<file path="src/rtl/core/planar_image_rle_decoder_core_defines.svh">
// Assertion macros for the planar image run-length decoder core.
// Included by the top level; no other dependencies.
`ifndef PLANAR_IMAGE_RLE_DECODER_CORE_DEFINES_SVH
`define PLANAR_IMAGE_RLE_DECODER_CORE_DEFINES_SVH
`ifndef SYNTHESIS
// Antecedent and consequent in the same cycle.
`define PRLE_ASSERT_IMPLY(label, clk, rst_n, ante, cons) \
    label: assert property (@(posedge clk) disable iff (!rst_n) (ante) |-> (cons)) \
        else $error("assertion failed");
// Consequent in the cycle after the antecedent.
`define PRLE_ASSERT_NEXT(label, clk, rst_n, ante, cons) \
    label: assert property (@(posedge clk) disable iff (!rst_n) (ante) |=> (cons)) \
        else $error("assertion failed");
`else
`define PRLE_ASSERT_IMPLY(label, clk, rst_n, ante, cons)
`define PRLE_ASSERT_NEXT(label, clk, rst_n, ante, cons)
`endif
`endif

</file>
<file path="src/rtl/core/prle_pkg.sv">
// Shared types and constants of the planar image run-length decoder.
// No dependencies; imported by every module of the core.
package prle_pkg;

    localparam int MAX_LINE_BYTES_DEF = 4096;
    localparam int MAX_PLANES_DEF     = 8;

    localparam int QUEUE_DEPTH = 4;
    localparam int QPW         = $clog2(QUEUE_DEPTH);

    localparam int OUT_DATA_W = 56;

    localparam logic [7:0] BYTE_ZERO  = 8'h00;
    localparam logic [7:0] BYTE_ONES  = 8'hFF;
    localparam logic [7:0] LEN_MASK   = 8'h7F;
    localparam logic [7:0] BIT_STRING = 8'h80;

    typedef logic [1:0] t_cfg_idx;
    localparam t_cfg_idx CFG_PATTERN_LENGTH = 2'd0;
    localparam t_cfg_idx CFG_LINE_BYTES     = 2'd1;
    localparam t_cfg_idx CFG_PLANE_COUNT    = 2'd2;
    localparam t_cfg_idx CFG_IMAGE_HEIGHT   = 2'd3;

    typedef struct packed {
        logic [7:0]  pattern_length;
        logic [12:0] line_bytes;
        logic [3:0]  plane_count;
        logic [15:0] image_height;
    } t_cfg;

    // One decoded byte's worth of work: a write and an optional row copy.
    typedef struct packed {
        logic [2:0]  plane;
        logic [15:0] row;
        logic [12:0] column;
        logic [7:0]  value;
        logic [7:0]  count;
        logic [7:0]  stride;
        logic        copy_valid;
        logic [7:0]  copy_count;
        logic        done;
    } t_cmd;

    typedef struct packed {
        logic valid;
        t_cmd cmd;
    } t_q_ent;

endpackage

</file>
<file path="src/rtl/core/prle_front.sv">
// Front end: accepts compressed bytes, runs the line decoder state machine
// and pushes write/copy commands into the queue. Depends on prle_pkg.
module prle_front #(
    parameter int MAX_LINE_BYTES = prle_pkg::MAX_LINE_BYTES_DEF,
    parameter int MAX_PLANES     = prle_pkg::MAX_PLANES_DEF
) (
    input  logic           i_clk,
    input  logic           i_rst_n,
    input  prle_pkg::t_cfg i_cfg,
    input  logic           i_in_valid,
    output logic           o_in_ready,
    input  logic [7:0]     i_byte,
    input  logic           i_start,
    input  logic           i_q_full,
    output prle_pkg::t_q_ent o_push
);
    import prle_pkg::*;

    localparam int LW = $clog2(MAX_LINE_BYTES);
    localparam int PW = (MAX_PLANES > 1) ? $clog2(MAX_PLANES) : 1;
    localparam int CW = ((LW > 8) ? LW : 8) + 1;
    localparam int SW = ((CW > 16) ? CW : 16) + 1;

    localparam logic [3:0] PH_LINE_START = 4'd0;
    localparam logic [3:0] PH_HDR1       = 4'd1;
    localparam logic [3:0] PH_HDR2       = 4'd2;
    localparam logic [3:0] PH_HDR3       = 4'd3;
    localparam logic [3:0] PH_OPCODE     = 4'd4;
    localparam logic [3:0] PH_PAT_COUNT  = 4'd5;
    localparam logic [3:0] PH_PAT_BYTES  = 4'd6;
    localparam logic [3:0] PH_BITS_COUNT = 4'd7;
    localparam logic [3:0] PH_BITS_DATA  = 4'd8;

    logic [3:0]    r_phase,  n_phase,  cur_phase;
    logic [PW-1:0] r_plane,  n_plane,  cur_plane;
    logic [15:0]   r_row,    n_row,    cur_row;
    logic [CW-1:0] r_pos,    n_pos,    cur_pos;
    logic [7:0]    r_rep,    n_rep,    cur_rep;
    logic [7:0]    r_run,    n_run,    cur_run;
    logic [7:0]    r_preps,  n_preps,  cur_preps;
    logic [7:0]    r_poff,   n_poff,   cur_poff;
    logic [LW-1:0] r_pstart, n_pstart, cur_pstart;

    logic [LW:0]   eff_line;
    logic [PW:0]   eff_planes;
    logic          accept;

    logic          w_valid;
    logic [CW-1:0] w_col;
    logic [7:0]    w_val, w_cnt, w_stride;
    logic          copy_valid;
    logic [7:0]    copy_cnt;
    logic          done;

    assign o_in_ready = !i_q_full;
    assign accept     = i_in_valid && !i_q_full;

    // A start flag restarts the decoder before its own byte is taken.
    always_comb begin
        if (i_start) begin
            cur_phase  = PH_LINE_START;
            cur_plane  = '0;
            cur_row    = '0;
            cur_pos    = '0;
            cur_rep    = 8'd1;
            cur_run    = '0;
            cur_preps  = '0;
            cur_poff   = '0;
            cur_pstart = '0;
        end else begin
            cur_phase  = r_phase;
            cur_plane  = r_plane;
            cur_row    = r_row;
            cur_pos    = r_pos;
            cur_rep    = r_rep;
            cur_run    = r_run;
            cur_preps  = r_preps;
            cur_poff   = r_poff;
            cur_pstart = r_pstart;
        end
    end

    always_comb begin
        if (i_cfg.line_bytes == '0) begin
            eff_line = (LW+1)'(1);
        end else if (i_cfg.line_bytes > MAX_LINE_BYTES) begin
            eff_line = (LW+1)'(MAX_LINE_BYTES);
        end else begin
            eff_line = (LW+1)'(i_cfg.line_bytes);
        end
        if (i_cfg.plane_count == '0) begin
            eff_planes = (PW+1)'(1);
        end else if (i_cfg.plane_count > MAX_PLANES) begin
            eff_planes = (PW+1)'(MAX_PLANES);
        end else begin
            eff_planes = (PW+1)'(i_cfg.plane_count);
        end
    end

    always_comb begin
        logic          do_opc;
        logic          do_pc;
        logic [7:0]    pc_val;
        logic          chk;
        logic [SW-1:0] end_pos;
        logic [7:0]    solid_len;
        logic [8:0]    off1;
        logic [15:0]   prod;
        logic [7:0]    run1;
        logic [7:0]    rr;
        logic [16:0]   row1;
        logic [16:0]   next_row;
        logic [15:0]   avail;
        logic [7:0]    extra;
        logic [PW:0]   plane1;

        n_phase  = cur_phase;
        n_plane  = cur_plane;
        n_row    = cur_row;
        n_pos    = cur_pos;
        n_rep    = cur_rep;
        n_run    = cur_run;
        n_preps  = cur_preps;
        n_poff   = cur_poff;
        n_pstart = cur_pstart;

        w_valid    = 1'b0;
        w_col      = cur_pos;
        w_val      = BYTE_ZERO;
        w_cnt      = '0;
        w_stride   = 8'd1;
        copy_valid = 1'b0;
        copy_cnt   = '0;
        done       = 1'b0;

        do_opc    = 1'b0;
        do_pc     = 1'b0;
        pc_val    = i_byte;
        chk       = 1'b0;
        end_pos   = SW'(cur_pos);
        solid_len = i_byte & LEN_MASK;
        off1      = {1'b0, cur_poff} + 9'd1;
        prod      = cur_preps * i_cfg.pattern_length;
        run1      = (cur_run != '0) ? cur_run - 8'd1 : '0;

        unique case (cur_phase)
            PH_LINE_START: begin
                if (i_byte == BYTE_ZERO) n_phase = PH_HDR1;
                else do_opc = 1'b1;
            end
            PH_HDR1: begin
                if (i_byte == BYTE_ZERO) n_phase = PH_HDR2;
                else do_pc = 1'b1;
            end
            PH_HDR2: begin
                if (i_byte == BYTE_ONES) begin
                    n_phase = PH_HDR3;
                end else begin
                    // Not a header after all: a pattern run of zero repeats
                    // whose first pattern byte is this one.
                    n_preps  = '0;
                    n_poff   = '0;
                    n_pstart = LW'(cur_pos);
                    if (i_cfg.pattern_length == '0) begin
                        do_opc = 1'b1;
                    end else if (i_cfg.pattern_length == 8'd1) begin
                        n_poff  = 8'd1;
                        n_phase = PH_OPCODE;
                    end else begin
                        n_poff  = 8'd1;
                        n_phase = PH_PAT_BYTES;
                    end
                end
            end
            PH_HDR3: begin
                n_rep   = (i_byte == BYTE_ZERO) ? 8'd1 : i_byte;
                n_phase = PH_OPCODE;
            end
            PH_OPCODE: begin
                do_opc = 1'b1;
            end
            PH_PAT_COUNT: begin
                do_pc = 1'b1;
            end
            PH_PAT_BYTES: begin
                if (cur_preps != '0) begin
                    w_valid  = 1'b1;
                    w_col    = CW'(cur_pstart) + CW'(cur_poff);
                    w_val    = i_byte;
                    w_cnt    = cur_preps;
                    w_stride = i_cfg.pattern_length;
                end
                n_poff = off1[7:0];
                if (off1 >= {1'b0, i_cfg.pattern_length}) begin
                    end_pos = SW'(cur_pstart) + SW'(prod);
                    n_pos   = CW'(end_pos);
                    n_phase = PH_OPCODE;
                    chk     = (cur_preps != '0);
                end
            end
            PH_BITS_COUNT: begin
                n_run   = i_byte;
                n_phase = (i_byte == BYTE_ZERO) ? PH_OPCODE : PH_BITS_DATA;
            end
            PH_BITS_DATA: begin
                w_valid  = 1'b1;
                w_col    = cur_pos;
                w_val    = i_byte;
                w_cnt    = 8'd1;
                w_stride = 8'd1;
                end_pos  = SW'(cur_pos) + SW'(1);
                n_pos    = CW'(end_pos);
                n_run    = run1;
                if (run1 == '0) begin
                    n_phase = PH_OPCODE;
                    chk     = 1'b1;
                end
            end
            default: begin
                n_phase  = PH_LINE_START;
                n_plane  = '0;
                n_row    = '0;
                n_pos    = '0;
                n_rep    = 8'd1;
                n_run    = '0;
                n_preps  = '0;
                n_poff   = '0;
                n_pstart = '0;
            end
        endcase

        if (do_pc) begin
            n_preps  = pc_val;
            n_poff   = '0;
            n_pstart = LW'(cur_pos);
            n_phase  = (i_cfg.pattern_length == '0) ? PH_OPCODE : PH_PAT_BYTES;
        end

        if (do_opc) begin
            if (i_byte == BYTE_ZERO) begin
                n_phase = PH_PAT_COUNT;
            end else if (i_byte == BIT_STRING) begin
                n_phase = PH_BITS_COUNT;
            end else begin
                w_valid  = 1'b1;
                w_col    = cur_pos;
                w_val    = i_byte[7] ? BYTE_ONES : BYTE_ZERO;
                w_cnt    = solid_len;
                w_stride = 8'd1;
                end_pos  = SW'(cur_pos) + SW'(solid_len);
                n_pos    = CW'(end_pos);
                n_phase  = PH_OPCODE;
                chk      = 1'b1;
            end
        end

        // Line end: optional row copy, then next plane or next row group.
        rr       = (cur_rep == '0) ? 8'd1 : cur_rep;
        row1     = {1'b0, cur_row} + 17'd1;
        next_row = {1'b0, cur_row} + 17'(rr);
        avail    = i_cfg.image_height - 16'd1 - cur_row;
        extra    = rr - 8'd1;
        if ({8'b0, extra} > avail) extra = avail[7:0];
        plane1   = {1'b0, cur_plane} + (PW+1)'(1);

        if (chk && (end_pos >= SW'(eff_line))) begin
            if (row1 < {1'b0, i_cfg.image_height}) begin
                copy_valid = (extra != '0);
                copy_cnt   = extra;
            end
            n_pos   = '0;
            n_phase = PH_LINE_START;
            if (plane1 >= eff_planes) begin
                n_plane = '0;
                n_rep   = 8'd1;
                if (next_row >= {1'b0, i_cfg.image_height}) begin
                    n_row = '0;
                    done  = 1'b1;
                end else begin
                    n_row = next_row[15:0];
                end
            end else begin
                n_plane = plane1[PW-1:0];
            end
        end
    end

    always_comb begin
        o_push.valid          = accept && w_valid;
        o_push.cmd.plane      = 3'(cur_plane);
        o_push.cmd.row        = cur_row;
        o_push.cmd.column     = 13'(w_col);
        o_push.cmd.value      = w_val;
        o_push.cmd.count      = w_cnt;
        o_push.cmd.stride     = w_stride;
        o_push.cmd.copy_valid = copy_valid;
        o_push.cmd.copy_count = copy_cnt;
        o_push.cmd.done       = done;
    end

    always_ff @(posedge i_clk) begin
        if (!i_rst_n) begin
            r_phase  <= PH_LINE_START;
            r_plane  <= '0;
            r_row    <= '0;
            r_pos    <= '0;
            r_rep    <= 8'd1;
            r_run    <= '0;
            r_preps  <= '0;
            r_poff   <= '0;
            r_pstart <= '0;
        end else if (accept) begin
            r_phase  <= n_phase;
            r_plane  <= n_plane;
            r_row    <= n_row;
            r_pos    <= n_pos;
            r_rep    <= n_rep;
            r_run    <= n_run;
            r_preps  <= n_preps;
            r_poff   <= n_poff;
            r_pstart <= n_pstart;
        end
    end

endmodule

</file>
<file path="src/rtl/core/prle_fifo.sv">
// Short command queue between the decoder front end and the descriptor
// back end. Depends on prle_pkg.
module prle_fifo (
    input  logic             i_clk,
    input  logic             i_rst_n,
    input  prle_pkg::t_q_ent i_push,
    input  logic             i_pop,
    output prle_pkg::t_q_ent o_head,
    output logic             o_full
);
    import prle_pkg::*;

    t_cmd           r_mem [QUEUE_DEPTH];
    logic [QPW-1:0] r_wptr, r_rptr;
    logic [QPW:0]   r_cnt;
    logic           do_pop;

    assign o_full      = (r_cnt == (QPW+1)'(QUEUE_DEPTH));
    assign o_head.valid = (r_cnt != '0);
    assign o_head.cmd   = r_mem[r_rptr];
    assign do_pop       = i_pop && o_head.valid;

    always_ff @(posedge i_clk) begin
        if (i_push.valid) begin
            r_mem[r_wptr] <= i_push.cmd;
        end
    end

    always_ff @(posedge i_clk) begin
        if (!i_rst_n) begin
            r_wptr <= '0;
            r_rptr <= '0;
            r_cnt  <= '0;
        end else begin
            if (i_push.valid) r_wptr <= r_wptr + QPW'(1);
            if (do_pop)       r_rptr <= r_rptr + QPW'(1);
            if (i_push.valid && !do_pop)      r_cnt <= r_cnt + (QPW+1)'(1);
            else if (!i_push.valid && do_pop) r_cnt <= r_cnt - (QPW+1)'(1);
        end
    end

endmodule

</file>
<file path="src/rtl/core/prle_back.sv">
// Back end: expands queued commands into output descriptors, a write and
// then an optional row copy, through an output register. Depends on prle_pkg.
module prle_back (
    input  logic                               i_clk,
    input  logic                               i_rst_n,
    input  prle_pkg::t_q_ent                   i_head,
    output logic                               o_pop,
    input  logic                               i_m_ready,
    output logic                               o_m_valid,
    output logic [prle_pkg::OUT_DATA_W-1:0]    o_m_data,
    output logic                               o_m_kind,
    output logic                               o_m_last
);
    import prle_pkg::*;

    logic r_valid;
    logic r_second;
    t_cmd r_cmd;
    logic fire;
    logic last_beat;
    logic load;

    assign fire      = r_valid && i_m_ready;
    assign last_beat = r_second || !r_cmd.copy_valid;
    assign load      = !r_valid || (fire && last_beat);
    assign o_pop     = load && i_head.valid;

    always_ff @(posedge i_clk) begin
        if (load && i_head.valid) r_cmd <= i_head.cmd;
    end

    always_ff @(posedge i_clk) begin
        if (!i_rst_n) begin
            r_valid  <= 1'b0;
            r_second <= 1'b0;
        end else if (load) begin
            r_valid  <= i_head.valid;
            r_second <= 1'b0;
        end else if (fire) begin
            r_second <= 1'b1;
        end
    end

    assign o_m_valid = r_valid;
    assign o_m_kind  = r_second;
    assign o_m_last  = r_second ? r_cmd.done : (r_cmd.done && !r_cmd.copy_valid);

    always_comb begin
        if (r_second) begin
            o_m_data = {8'd0, r_cmd.copy_count, 8'd0, 13'd0, r_cmd.row, r_cmd.plane};
        end else begin
            o_m_data = {r_cmd.stride, r_cmd.count, r_cmd.value, r_cmd.column,
                        r_cmd.row, r_cmd.plane};
        end
    end

endmodule

</file>
<file path="src/rtl/core/planar_image_rle_decoder_core.sv">
// Planar image run-length decoder core: compressed bytes in, write and row copy
// descriptors out. Throughput is one compressed byte per cycle unless the command queue
// is full, set by the decoder state machine in the front end. A byte's write descriptor
// passes the queue and the back end's output register; a row copy is the next beat.
// Reset is synchronous, active low: decoder state, queue and output stage clear
// and the configuration registers return to their defaults.
`include "planar_image_rle_decoder_core_defines.svh"
module planar_image_rle_decoder_core #(
    parameter int MAX_LINE_BYTES = prle_pkg::MAX_LINE_BYTES_DEF,
    parameter int MAX_PLANES     = prle_pkg::MAX_PLANES_DEF
) (
    input  logic        i_clk,
    input  logic        i_rst_n,
    // Configuration write port.
    input  logic        i_cfg_we,
    input  logic [1:0]  i_cfg_addr,
    input  logic [15:0] i_cfg_wdata,
    // Compressed byte stream.
    input  logic        s_axis_tvalid,
    output logic        s_axis_tready,
    input  logic [7:0]  s_axis_tdata,   // [7:0] data_byte
    input  logic [0:0]  s_axis_tuser,   // [0] start_image
    // Descriptor stream.
    output logic        m_axis_tvalid,
    input  logic        m_axis_tready,
    output logic [prle_pkg::OUT_DATA_W-1:0] m_axis_tdata,
    // [2:0] plane, [18:3] row, [31:19] column, [39:32] value, [47:40] count,
    // [55:48] stride
    output logic [0:0]  m_axis_tuser,   // [0] kind
    output logic        m_axis_tlast    // image_done
);
    import prle_pkg::*;

    // Configuration registers. They are to be written by the user only while the core is idle;
    // the block itself does not enforce this. The front end reads the current values on every byte.
    t_cfg r_cfg;

    always_ff @(posedge i_clk) begin
        if (!i_rst_n) begin
            r_cfg.pattern_length <= 8'd2;
            r_cfg.line_bytes     <= 13'd80;
            r_cfg.plane_count    <= 4'd1;
            r_cfg.image_height   <= 16'd1;
        end else if (i_cfg_we) begin
            unique case (i_cfg_addr)
                CFG_PATTERN_LENGTH: r_cfg.pattern_length <= i_cfg_wdata[7:0];
                CFG_LINE_BYTES:     r_cfg.line_bytes     <= i_cfg_wdata[12:0];
                CFG_PLANE_COUNT:    r_cfg.plane_count    <= i_cfg_wdata[3:0];
                CFG_IMAGE_HEIGHT:   r_cfg.image_height   <= i_cfg_wdata;
                default:            r_cfg                <= r_cfg;
            endcase
        end
    end

    // The front end decodes one byte per transaction and pushes at most one
    // command; it stalls only while the command queue is full.
    t_q_ent push;
    t_q_ent head;
    logic   q_full;
    logic   pop;
    logic   out_kind;

    prle_front #(
        .MAX_LINE_BYTES (MAX_LINE_BYTES),
        .MAX_PLANES     (MAX_PLANES)
    ) u_front (
        .i_clk      (i_clk),
        .i_rst_n    (i_rst_n),
        .i_cfg      (r_cfg),
        .i_in_valid (s_axis_tvalid),
        .o_in_ready (s_axis_tready),
        .i_byte     (s_axis_tdata),
        .i_start    (s_axis_tuser[0]),
        .i_q_full   (q_full),
        .o_push     (push)
    );

    // The queue absorbs output stalls and the extra beat of a row copy.
    prle_fifo u_fifo (
        .i_clk   (i_clk),
        .i_rst_n (i_rst_n),
        .i_push  (push),
        .i_pop   (pop),
        .o_head  (head),
        .o_full  (q_full)
    );

    // The back end turns each command into one or two descriptor transactions.
    prle_back u_back (
        .i_clk     (i_clk),
        .i_rst_n   (i_rst_n),
        .i_head    (head),
        .o_pop     (pop),
        .i_m_ready (m_axis_tready),
        .o_m_valid (m_axis_tvalid),
        .o_m_data  (m_axis_tdata),
        .o_m_kind  (out_kind),
        .o_m_last  (m_axis_tlast)
    );

    assign m_axis_tuser[0] = out_kind;

    // Short names for the output handshake and the plane and row bits, used by the
    // checks below. The kind bit is only ever high while the output is valid.
    logic        out_fire;
    logic [18:0] out_loc;

    assign out_fire = m_axis_tvalid && m_axis_tready;
    assign out_loc  = m_axis_tdata[18:0];

    // A copy beat is only ever shown right after its write beat has gone out.
    `PRLE_ASSERT_IMPLY(a_copy_after_write, i_clk, i_rst_n, $rose(out_kind), $past(out_fire))
    // A copy carries the plane and row of the write that precedes it.
    `PRLE_ASSERT_IMPLY(a_copy_same_row, i_clk, i_rst_n, $rose(out_kind), out_loc == $past(out_loc))
    // The front end never pushes into a full queue.
    `PRLE_ASSERT_IMPLY(a_no_push_full, i_clk, i_rst_n, push.valid, !q_full)

endmodule

</file>
<file path="config.mk">
export PLATFORM = sky130hd
export DESIGN_NAME = planar_image_rle_decoder_core
export DESIGN_NICKNAME = d
export VERILOG_FILES = /design/src/rtl/core/prle_pkg.sv /design/src/rtl/core/prle_front.sv /design/src/rtl/core/prle_fifo.sv /design/src/rtl/core/prle_back.sv /design/src/rtl/core/planar_image_rle_decoder_core.sv
export VERILOG_INCLUDE_DIRS = /design/src /design/src/rtl/core
export SDC_FILE = /design/constraint.sdc
export NUM_CORES = 1
export LEC_CHECK = 0
export BUFFER_PORTS_ARGS = -buffer_cell sky130_fd_sc_hd__buf_2
export CAP_MARGIN = 20
export CORE_ASPECT_RATIO = 2
export CORE_MARGIN = 10
export CORE_UTILIZATION = 40
export CTS_BUF_LIST = sky130_fd_sc_hd__clkbuf_8
export DETAILED_ROUTE_END_ITERATION = 12
export GPL_TIMING_DRIVEN = 0
export PLACE_DENSITY = 0.59
export SLEW_MARGIN = 20
export SYNTH_ARGS = -nofsm -noshare
export SYNTH_HDL_FRONTEND = slang
export SYNTH_SLANG_ARGS = --single-unit
</file>
<file path="constraint.sdc">
create_clock -name i_clk -period 10.6 [get_ports i_clk]
set_input_delay 2.65 -clock i_clk [delete_from_list [all_inputs] [get_ports i_clk]]
set_output_delay 2.65 -clock i_clk [all_outputs]
set_load 0.01 [all_outputs]
</file>
Yosys cells after proc, flatten, opt, wreduce, memory -nomap -nowiden
Memory sizes are Yosys's and may differ from the RTL's. A register that Yosys moved wholly into a read port is not among the register bits.
Index checks and enable logic that the tools add are counted.
{"block": "totals", "output_inout_bits": 60, "ff_bits": 130, "mem_bits_rw": 264, "mem_count": 1, "input_bits": 32, "elab_cells": 216}
{"memory": "u_fifo.r_mem", "depth": 4, "width": 66, "read_ports": 1, "rd_ports_with_merged_regs": 1, "wr": 1, "line_no": "prle_fifo.sv:13", "source": "t_cmd r_mem [QUEUE_DEPTH];"}
{"block": "op_classes", "eq_ne": 15, "n_mux": 114, "n_mul": 1, "reduce_logical": 42, "bitwise_logic": 1, "order_cmp": 8, "add_sub_neg": 16}
{"cell": "two-way mux 8 bit", "count": 30}
{"cell": "two-way mux 13 bit", "count": 13}
{"cell": "two-way mux 16 bit", "count": 5}
{"cell": "two-way mux 17 bit", "count": 4}
{"cell": "one-hot mux 8 bit (2 select lines)", "count": 4}
{"cell": "two-way mux 4 bit", "count": 14}
{"cell": "two-way mux 56 bit", "count": 1}
{"cell": "one-hot mux 8 bit (3 select lines)", "count": 2}
{"cell": "one-hot mux 13 bit (3 select lines)", "count": 1}
{"cell": "two-way mux 12 bit", "count": 3}
{"cell": "one-hot mux 17 bit (2 select lines)", "count": 1}
{"cell": "zero test 8 bit", "count": 4}
{"cell": "one-hot mux 4 bit (8 select lines)", "count": 1}
{"cell": "one-hot mux 12 bit (2 select lines)", "count": 1}
{"cell": "nonzero test 8 bit", "count": 3}
{"cell": "two-way mux 1 bit", "count": 21}
{"cell": "OR reduction 7 bit", "count": 3}
{"cell": "two-way mux 3 bit", "count": 6}
{"cell": "adder 12 x 16 -> 17 bit", "count": 1}
{"cell": "adder 16 x 1 -> 17 bit, second input constant", "count": 1}
{"cell": "adder 16 x 8 -> 17 bit", "count": 1}
{"cell": "greater-or-equal comparator 17 x 13 -> 1 bit", "count": 1}
{"cell": "greater-or-equal comparator 17 x 16 -> 1 bit", "count": 1}
{"cell": "< comparator 17 x 16 -> 1 bit", "count": 1}
{"cell": "42 further kinds", "count": 74}

Longest topological paths before layout
Gate-level depths: netlist (run 1).
{"block": "logic_depth", "ltp_word": 12, "ltp_mapped": 38, "depth_no_buf": 30}

By module
From an unflattened synthesis (run 1), not the netlist that was laid out.
{"block": "hier_totals", "cells_unflattened": 2359, "area_unflattened_um2": 26371.5}
{"module": "prle_front", "area_per_inst_um2": 12308.1, "n_inst": 1, "cells_per_inst": 1678, "seq_area_each_um2": 1601.5}
{"module": "prle_fifo", "area_per_inst_um2": 9978.3, "n_inst": 1, "cells_per_inst": 387, "seq_area_each_um2": 8107.8}
{"module": "prle_back", "area_per_inst_um2": 2512.4, "n_inst": 1, "cells_per_inst": 136, "seq_area_each_um2": 2021.9}
{"module": "planar_image_rle_decoder_core", "area_per_inst_um2": 1572.8, "n_inst": 1, "cells_per_inst": 158, "seq_area_each_um2": 820.8}

Least setup slack after synthesis (run 1)
Ideal clock, no wire load.
{"block": "synth_timing", "path_type": "input to register", "startpoint": "in s_axis_tuser", "endpoint": "mem u_fifo.r_mem[0][9] (netlist bit), data pin", "path_buffers": 7, "t_required_ps": 10307, "setup_ps": 293, "path_slack_ps": 298, "arrival_ps": 10010, "path_stages": 35, "cell_sequence": "buf_4 > buf_6 > clkbuf_1 > buf_2 > buf_1 > buf_2 > buf_1 > nor2b_1 > and2_1 > fa_1 > inv_1 > fa_1 > inv_1 > fa_1 > inv_1 > fa_1 > inv_1 > ha_1 > nand2_1 > nor3_1 > o21ai_0 > nand2_1 > xor2_1 > mux2_2 > a21oi_1 > a21oi_1 > ha_1 > a2111oi_0 > o21ai_0 > a211oi_1 > o32ai_1 > a221oi_2 > a41oi_4 > o211ai_1 > nor3_1"}
{"element": "start: declaration", "line_no": "planar_image_rle_decoder_core.sv:22", "source": "input logic [0:0] s_axis_tuser,"}
{"element": "end: declaration", "line_no": "prle_fifo.sv:13"}

==> results_dict.tcl, run 1 <==
set metrics [dict create \
    status "finished, final reports clean" \
    yosysMostFrequentCell "edfxtp_1" \
    postPlaceCellArea_mm2 0.0280 \
    grt_overflow 0 \
    rows 132 \
    combPwrFrac 0.317 \
    cts.clk_slew.worst_paths_ns 0.07 \
    detail_route.wl_per_cell_um 24.2 \
    rr_startpoint "r_cfg[33]" \
    max_cap_violations 0 \
    dieArea_mm2 0.0769 \
    grt_pass1_wl_um 125000 \
    drc_errors 0 \
    p_switching_mw 1.92 \
    crit_slowest_cell "fa_1" \
    period_share 0.958 \
    yosysTopAreaCellShare 0.378 \
    cts_tree "yes" \
    netlist_instances 2371 \
    cts_root_buffer "clkbuf_8" \
    grt_max_degree 40 \
    ctsHoldBuffers 0 \
    die_width_um 201 \
    synth_area_mm2 0.0262 \
    antenna_found_initial 1 \
    dr.pass1.iters 5 \
    cts_sinks 460 \
    crit_path_start "s_axis_tuser" \
    ys.flop_type "edfxtp_1" \
    min_period_ns 10.15 \
    cpPeakStageDelay_ns 0.57 \
    crit_family "adder cells" \
    grt_pass1_vias 20490 \
    setup_tns_ns 0 \
    synth_edf_count 330 \
    start_kind "input pin" \
    grt.total_usage 0.215 \
    ys_top_cells_by_area "edfxtp_1 38%, dfxtp_1 9.9%, ha_1 7.4%" \
    crit_fanout 37 \
    clock.fmax_mhz 98.5 \
    nFillCells 6088 \
    hold_viol 0 \
    port_buffers 90 \
    avgViaCountPerCell 5.60 \
    htree_num_levels 2 \
    synth_commonest_cells "330 x edfxtp_1, 240 x nand2_1, 161 x inv_1" \
    area_growth_pct 13.0 \
    cp.arrival_ns 10.54 \
    power_frac_seq 0.420 \
    ys_warn_count 0 \
    final_area_mm2 0.0296 \
    ys_ff_latch 460 \
    critical_path_buf_inv_count 10 \
    fin_ws_ns 0.445 \
    timing_worst_setup_path_type "input pin to flop" \
    cts_buffers 61 \
    max-slew-margin-rel 0.239 \
    core_mm2 0.0649 \
    vias 19351 \
    cts_buffer_depth 3 \
    synth.distinct_cells 88 \
    tightestPinTransition_ns 1.14 \
    finalSetupViolations 0 \
    async_reset_ff_frac 0 \
    nNetsFinal 2773 \
    grt_setup_unrepaired "false" \
    skew_ns 0.0519 \
    pre_cts_slack_ns -4.61 \
    clk_latency_ns 0.72 \
    hold_class "flop to flop" \
    powerDensity_mw_per_mm2 197 \
    gp_congestion 0.948 \
    cp.required_ns 10.99 \
    p_int_mw 3.90 \
    initial_core_util 0.404 \
    place_hpwl_um 66000 \
    p_clk_frac 0.264 \
    yosysSeqAreaShare 0.477 \
    min_from "r_cfg[20]" \
    peakVddDrop_mv 0.106 \
    drive_gt1_frac 0.139 \
    timing.final.max_slew_violations 0 \
    drtIter0Drc 1261 \
    critPathCaptureType "flop" \
    die_y_um 382 \
    yosys.area.top_type "edfxtp_1" \
    ant_nets 0 \
    path_common_cell "fa_1" \
    syn_nets 2611 \
    p_sw_frac 0.330 \
    finalWirelength_um 83600 \
    io_pins 92 \
    syn_avg_cell_area_um2 11.1 \
    p_leak_nw 11.4 \
]
[per-stage QoR]
stage / power [mW] / instances / util / hold slack (ns)
floorplan: 3.56 / 2371 / - / 0.443
global placement: 4.21 / 3332 / 0.428 / 0.460
detailed placement: 4.27 / 3341 / 0.432 / 0.475
CTS: 5.88 / 3453 / 0.456 / 0.489
global route: 6.10 / 3455 / 0.457 / 0.520
finish: 5.83 / 3455 / 0.457 / 0.488
[state kept, by name, summed over array words and instances, names as in the netlist, 8 cells and up]
name / count
u_front.r_pstart: 12
u_back.r_cmd: 66
u_front.r_run: 8
u_front.r_row: 16
u_front.r_preps: 8
u_fifo.r_mem: 264
u_front.r_pos: 13
u_front.r_poff: 8
u_front.r_rep: 8
r_cfg: 41
[area by class of cell]
| class | instances | area (µm²) | share of cell area |
|---|---|---|---|
| inverters | 162 | 608 | 0.0205 |
| clock inverters | 49 | 523 | 0.0176 |
| clock buffers | 64 | 881 | 0.0297 |
| flip-flops and latches | 460 | 12500 | 0.422 |
| repair buffers | 106 | 727 | 0.0245 |
| diodes | 1 | 2.50 | 0.0000844 |
| well taps | 871 | 1090 | 0.0368 |
| multi-input cells | 1620 | 12700 | 0.428 |
| plain buffers | 122 | 627 | 0.0211 |
[per-layer routing]
| metal | GRT usage | wire length [µm] | vias up |
|---|---|---|---|
| met3 | 0.0259 | 3540 | 282 |
| li1 | - | - | 8885 |
| met1 | 0.209 | 28400 | 9535 |
| met4 | 0.171 | 7040 | 0 |
| met2 | 0.402 | 44600 | 649 |
| met5 | 0 | 0 | - |
[worst reg2reg max path: cells and delay by family, from the launching register on]
family | cells | cell delay (ns)
fa+ha+maj | 6 | 2.72
buf+inv | 7 | 1.23
mux | 1 | 0.09
flops | 1 | 0.53
compound gates | 10 | 2.06
simple gates | 6 | 0.89
xor+xnor | 1 | 0.17
[power by group through the flow]
| stage | combinational [mW] | sequential (mW) | clock, mW |
|---|---|---|---|
| floorplan | 1.10 | 2.46 | 0 |
| global placement | 1.69 | 2.52 | 0 |
| detailed placement | 1.79 | 2.49 | 0 |
| CTS | 1.86 | 2.45 | 1.57 |
| global route | 1.98 | 2.47 | 1.64 |
| finish | 1.84 | 2.44 | 1.54 |
[timing repair]
item                                    in CTS  in global routing
resized for setup                           39                 22
hold endpoints to repair                     0                  0
endpoints found under the setup margin      81                 81
pin swaps                                    3                  2
setup buffers                                5                  2
[layout by cell type, fill, tap and decap left out, types with 65 or more instances in the layout]
| cell | Yosys | final |
|---|---|---|
| edfxtp_1 | 330 | 330 |
| nand2_1 | 240 | 240 |
| inv_1 | 161 | 172 |
| ha_1 | 155 | 154 |
| nor2_1 | 138 | 137 |
| dfxtp_1 | 130 | 130 |
| nor2b_1 | 129 | 122 |
| buf_2 | 10 | 98 |
| o21ai_0 | 93 | 89 |
| a21oi_1 | 90 | 88 |
| clkbuf_1 | 82 | 76 |
| and2_1 | 76 | 72 |
| mux4_2 | 66 | 66 |
| clkbuf_8 | 0 | 65 |
[cell families after synthesis]
| kind of cell | count (synthesis) | synth area share |
|---|---|---|
| AO/OA/AOI/OAI | 448 | 0.115 |
| XOR/XNOR | 80 | 0.0267 |
| adder cells (fa/ha/maj) | 208 | 0.114 |
| buffers and inverters | 291 | 0.0457 |
| flip-flops | 460 | 0.477 |
| multiplexers | 103 | 0.0713 |
| AND/OR/NAND/NOR | 781 | 0.150 |
[final timing paths]
kind / to / slack (ns) / cells after the start
max: u_fifo.r_mem[0][8] / 0.45 / 34
min: r_cfg[20] / 0.49 / 2
max reg2reg: u_fifo.r_mem[0][8] / 2.61 / 31
min reg2reg: r_cfg[20] / 0.49 / 2
Note: power is estimated with default switching activity, not from simulation.
==> run 2, diff against run 1 <==
- clock period: 10.6 -> 9.1 ns (I/O delays scaled with it)
==> run 2 against run 1 <==
  * The run now ends with negative setup slack left
  * Sequential power increased by 17%
  * Core utilization increased by 1.2 points
  * Clock skew decreased by 0.0016 ns
  * First-iteration DRC count decreased by 3.6%
  * Cell count increased by 1.6%
  * Non-clock buffer count increased by 50
  * Global-route usage increased by 0.95 points
  * Critical path type unchanged
  * Critical endpoint is now u_fifo.r_mem[1][8]
==> results_dict.tcl, run 2 (synthesized netlist as in run 1, its figures left out) <==
set metrics [dict create \
    top_regs "u_fifo.r_mem: 264 flops, u_back.r_cmd: 66 flops, r_cfg: 41 flops" \
    die_y_um 382 \
    initial_core_util 0.404 \
    largest_register "u_fifo.r_mem" \
    area_growth_pct 16.0 \
    cts_buffers 66 \
    critPathCaptureType "flop" \
    cts_buffer_depth 3 \
    peakVddDrop_mv 0.110 \
    start_kind "input pin" \
    grt.total_usage 0.225 \
    hold_class "flop to flop" \
    nNetsFinal 2829 \
    tightestPinTransition_ns 1.13 \
    status "finished with violations" \
    largest_reg_flops 264 \
    cts_root_buffer "clkbuf_8" \
    timing_worst_setup_path_type "input pin to flop" \
    cpPeakStageDelay_ns 0.59 \
    crit_fanout 8 \
    skew_ns 0.0503 \
    crit_slowest_cell "fa_1" \
    dr.pass1.iters 5 \
    grt_pass1_wl_um 129000 \
    critical_path_buf_inv_count 12 \
    violations "negative setup slack" \
    clock.fmax_mhz 110 \
    cts_sinks 460 \
    grt_pass1_vias 20632 \
    rows 132 \
    grt_overflow 0 \
    rrSetupSlack_ns 1.23 \
    grt_max_degree 40 \
    final_cell_mix "330 x edfxtp_1, 231 x nand2_1, 182 x inv_1" \
    min_period_ns 9.12 \
    grt_setup_unrepaired "true" \
    cts.clk_slew.worst_paths_ns 0.06 \
    fin_ws_ns -0.0195 \
    mostFrequentLayoutCell "edfxtp_1" \
    place_hpwl_um 66800 \
    nFillCells 6117 \
    gp_congestion 0.976 \
    drtIter0Drc 1215 \
    port_buffers 90 \
    period_share 1.00 \
    crit_family "adder cells" \
    powerDensity_mw_per_mm2 223 \
    vias 19513 \
    drive_gt1_frac 0.180 \
    avgViaCountPerCell 5.56 \
    final_area_mm2 0.0305 \
    die_width_um 201 \
    antenna_found_initial 4 \
    cp.required_ns 9.52 \
    drc_errors 0 \
    ant_nets 0 \
    cp.arrival_ns 9.54 \
    hold_viol 0 \
    cts_tree "yes" \
    postPlaceCellArea_mm2 0.0282 \
    max-slew-margin-rel 0.247 \
    finalSetupViolations 9 \
    core_mm2 0.0649 \
    place_inst 3341 \
    instances_no_fill 3512 \
    max_cap_violations 0 \
    finalWirelength_um 87200 \
    htree_num_levels 3 \
    detail_route.wl_per_cell_um 24.8 \
    p_leak_nw 11.8 \
    clk_latency_ns 0.72 \
    io_pins 92 \
    ctsHoldBuffers 0 \
    timing.final.max_slew_violations 0 \
    dieArea_mm2 0.0769 \
]
run 2: cell count changes in the layout (fill, tap and decap cells not counted), sizes merged:
cell	previous run	this run
clkinv	18	14
inv	175	194
clkbuf	143	148
nor2b	130	131
bufinv	10	0
diode	1	4
buf	149	198
clkinvlp	8	2
run 2: final timing paths:
path / start / to / depth (start not counted)
max: s_axis_tuser / u_fifo.r_mem[1][8] / 36
min: r_cfg[15] / r_cfg[15] / 2
min reg2reg: r_cfg[15] / r_cfg[15] / 2
max reg2reg: r_cfg[33] / u_fifo.r_mem[1][8] / 31
run 2: worst register-to-register path: cells and delay by family (launching register included):
family                     cells  cell delay [ns]
xor gates and xnor gates       1             0.17
adders and majority gates      6             2.69
and+or+nand+nor                3             0.33
buffers and inverters          8             1.55
DFF                            1             0.59
AOI/OAI and AO/OA             13             2.28
run 2: through the flow:
step	hold WS [ns]	utilization	setup slack, ns	total power, mW	TNS, ns
final	0.471	0.469	-0.0195	6.78	-0.0837
after global placement	0.459	0.431	-3.25	4.92	-227.80
after floorplan	0.443	-	0.0160	4.17	0
after global routing	0.501	0.469	-0.256	7.12	-14.14
after detailed placement	0.469	0.435	-3.18	4.99	-220.24
after CTS	0.477	0.462	0.00507	6.72	0
run 2: area by class of cell:
cell class	count	area, µm²	share of cell area
multi-input cells	1621	13100	0.432
flip-flops and latches	460	12500	0.411
repair buffers	155	1190	0.0390
well taps	871	1090	0.0358
clock buffers	68	936	0.0307
plain buffers	123	719	0.0236
inverters	162	608	0.0200
clock inverters	48	239	0.00785
diodes	4	10.0	0.000329
run 2: per-layer routing:
metal / up-vias / global-route usage / wire (µm)
met5: - / 0 / 0
met4: 0 / 0.172 / 7810
met3: 295 / 0.0388 / 3850
met2: 615 / 0.426 / 46500
met1: 9623 / 0.208 / 29000
li1: 8980 / - / -
run 2: report_power, final:
group	internal (mW)	switching, mW
sequential	2.72	0.129
clock	0.707	0.834
combinational	1.02	1.37
total	4.45	2.33
run 2: repair_timing:
action                                  in CTS  in global routing
cloned                                       2                  2
endpoints found under the setup margin      81                 81
setup buffers                               32                 21
resized for setup                           79                 58
pin swaps                                   30                 55
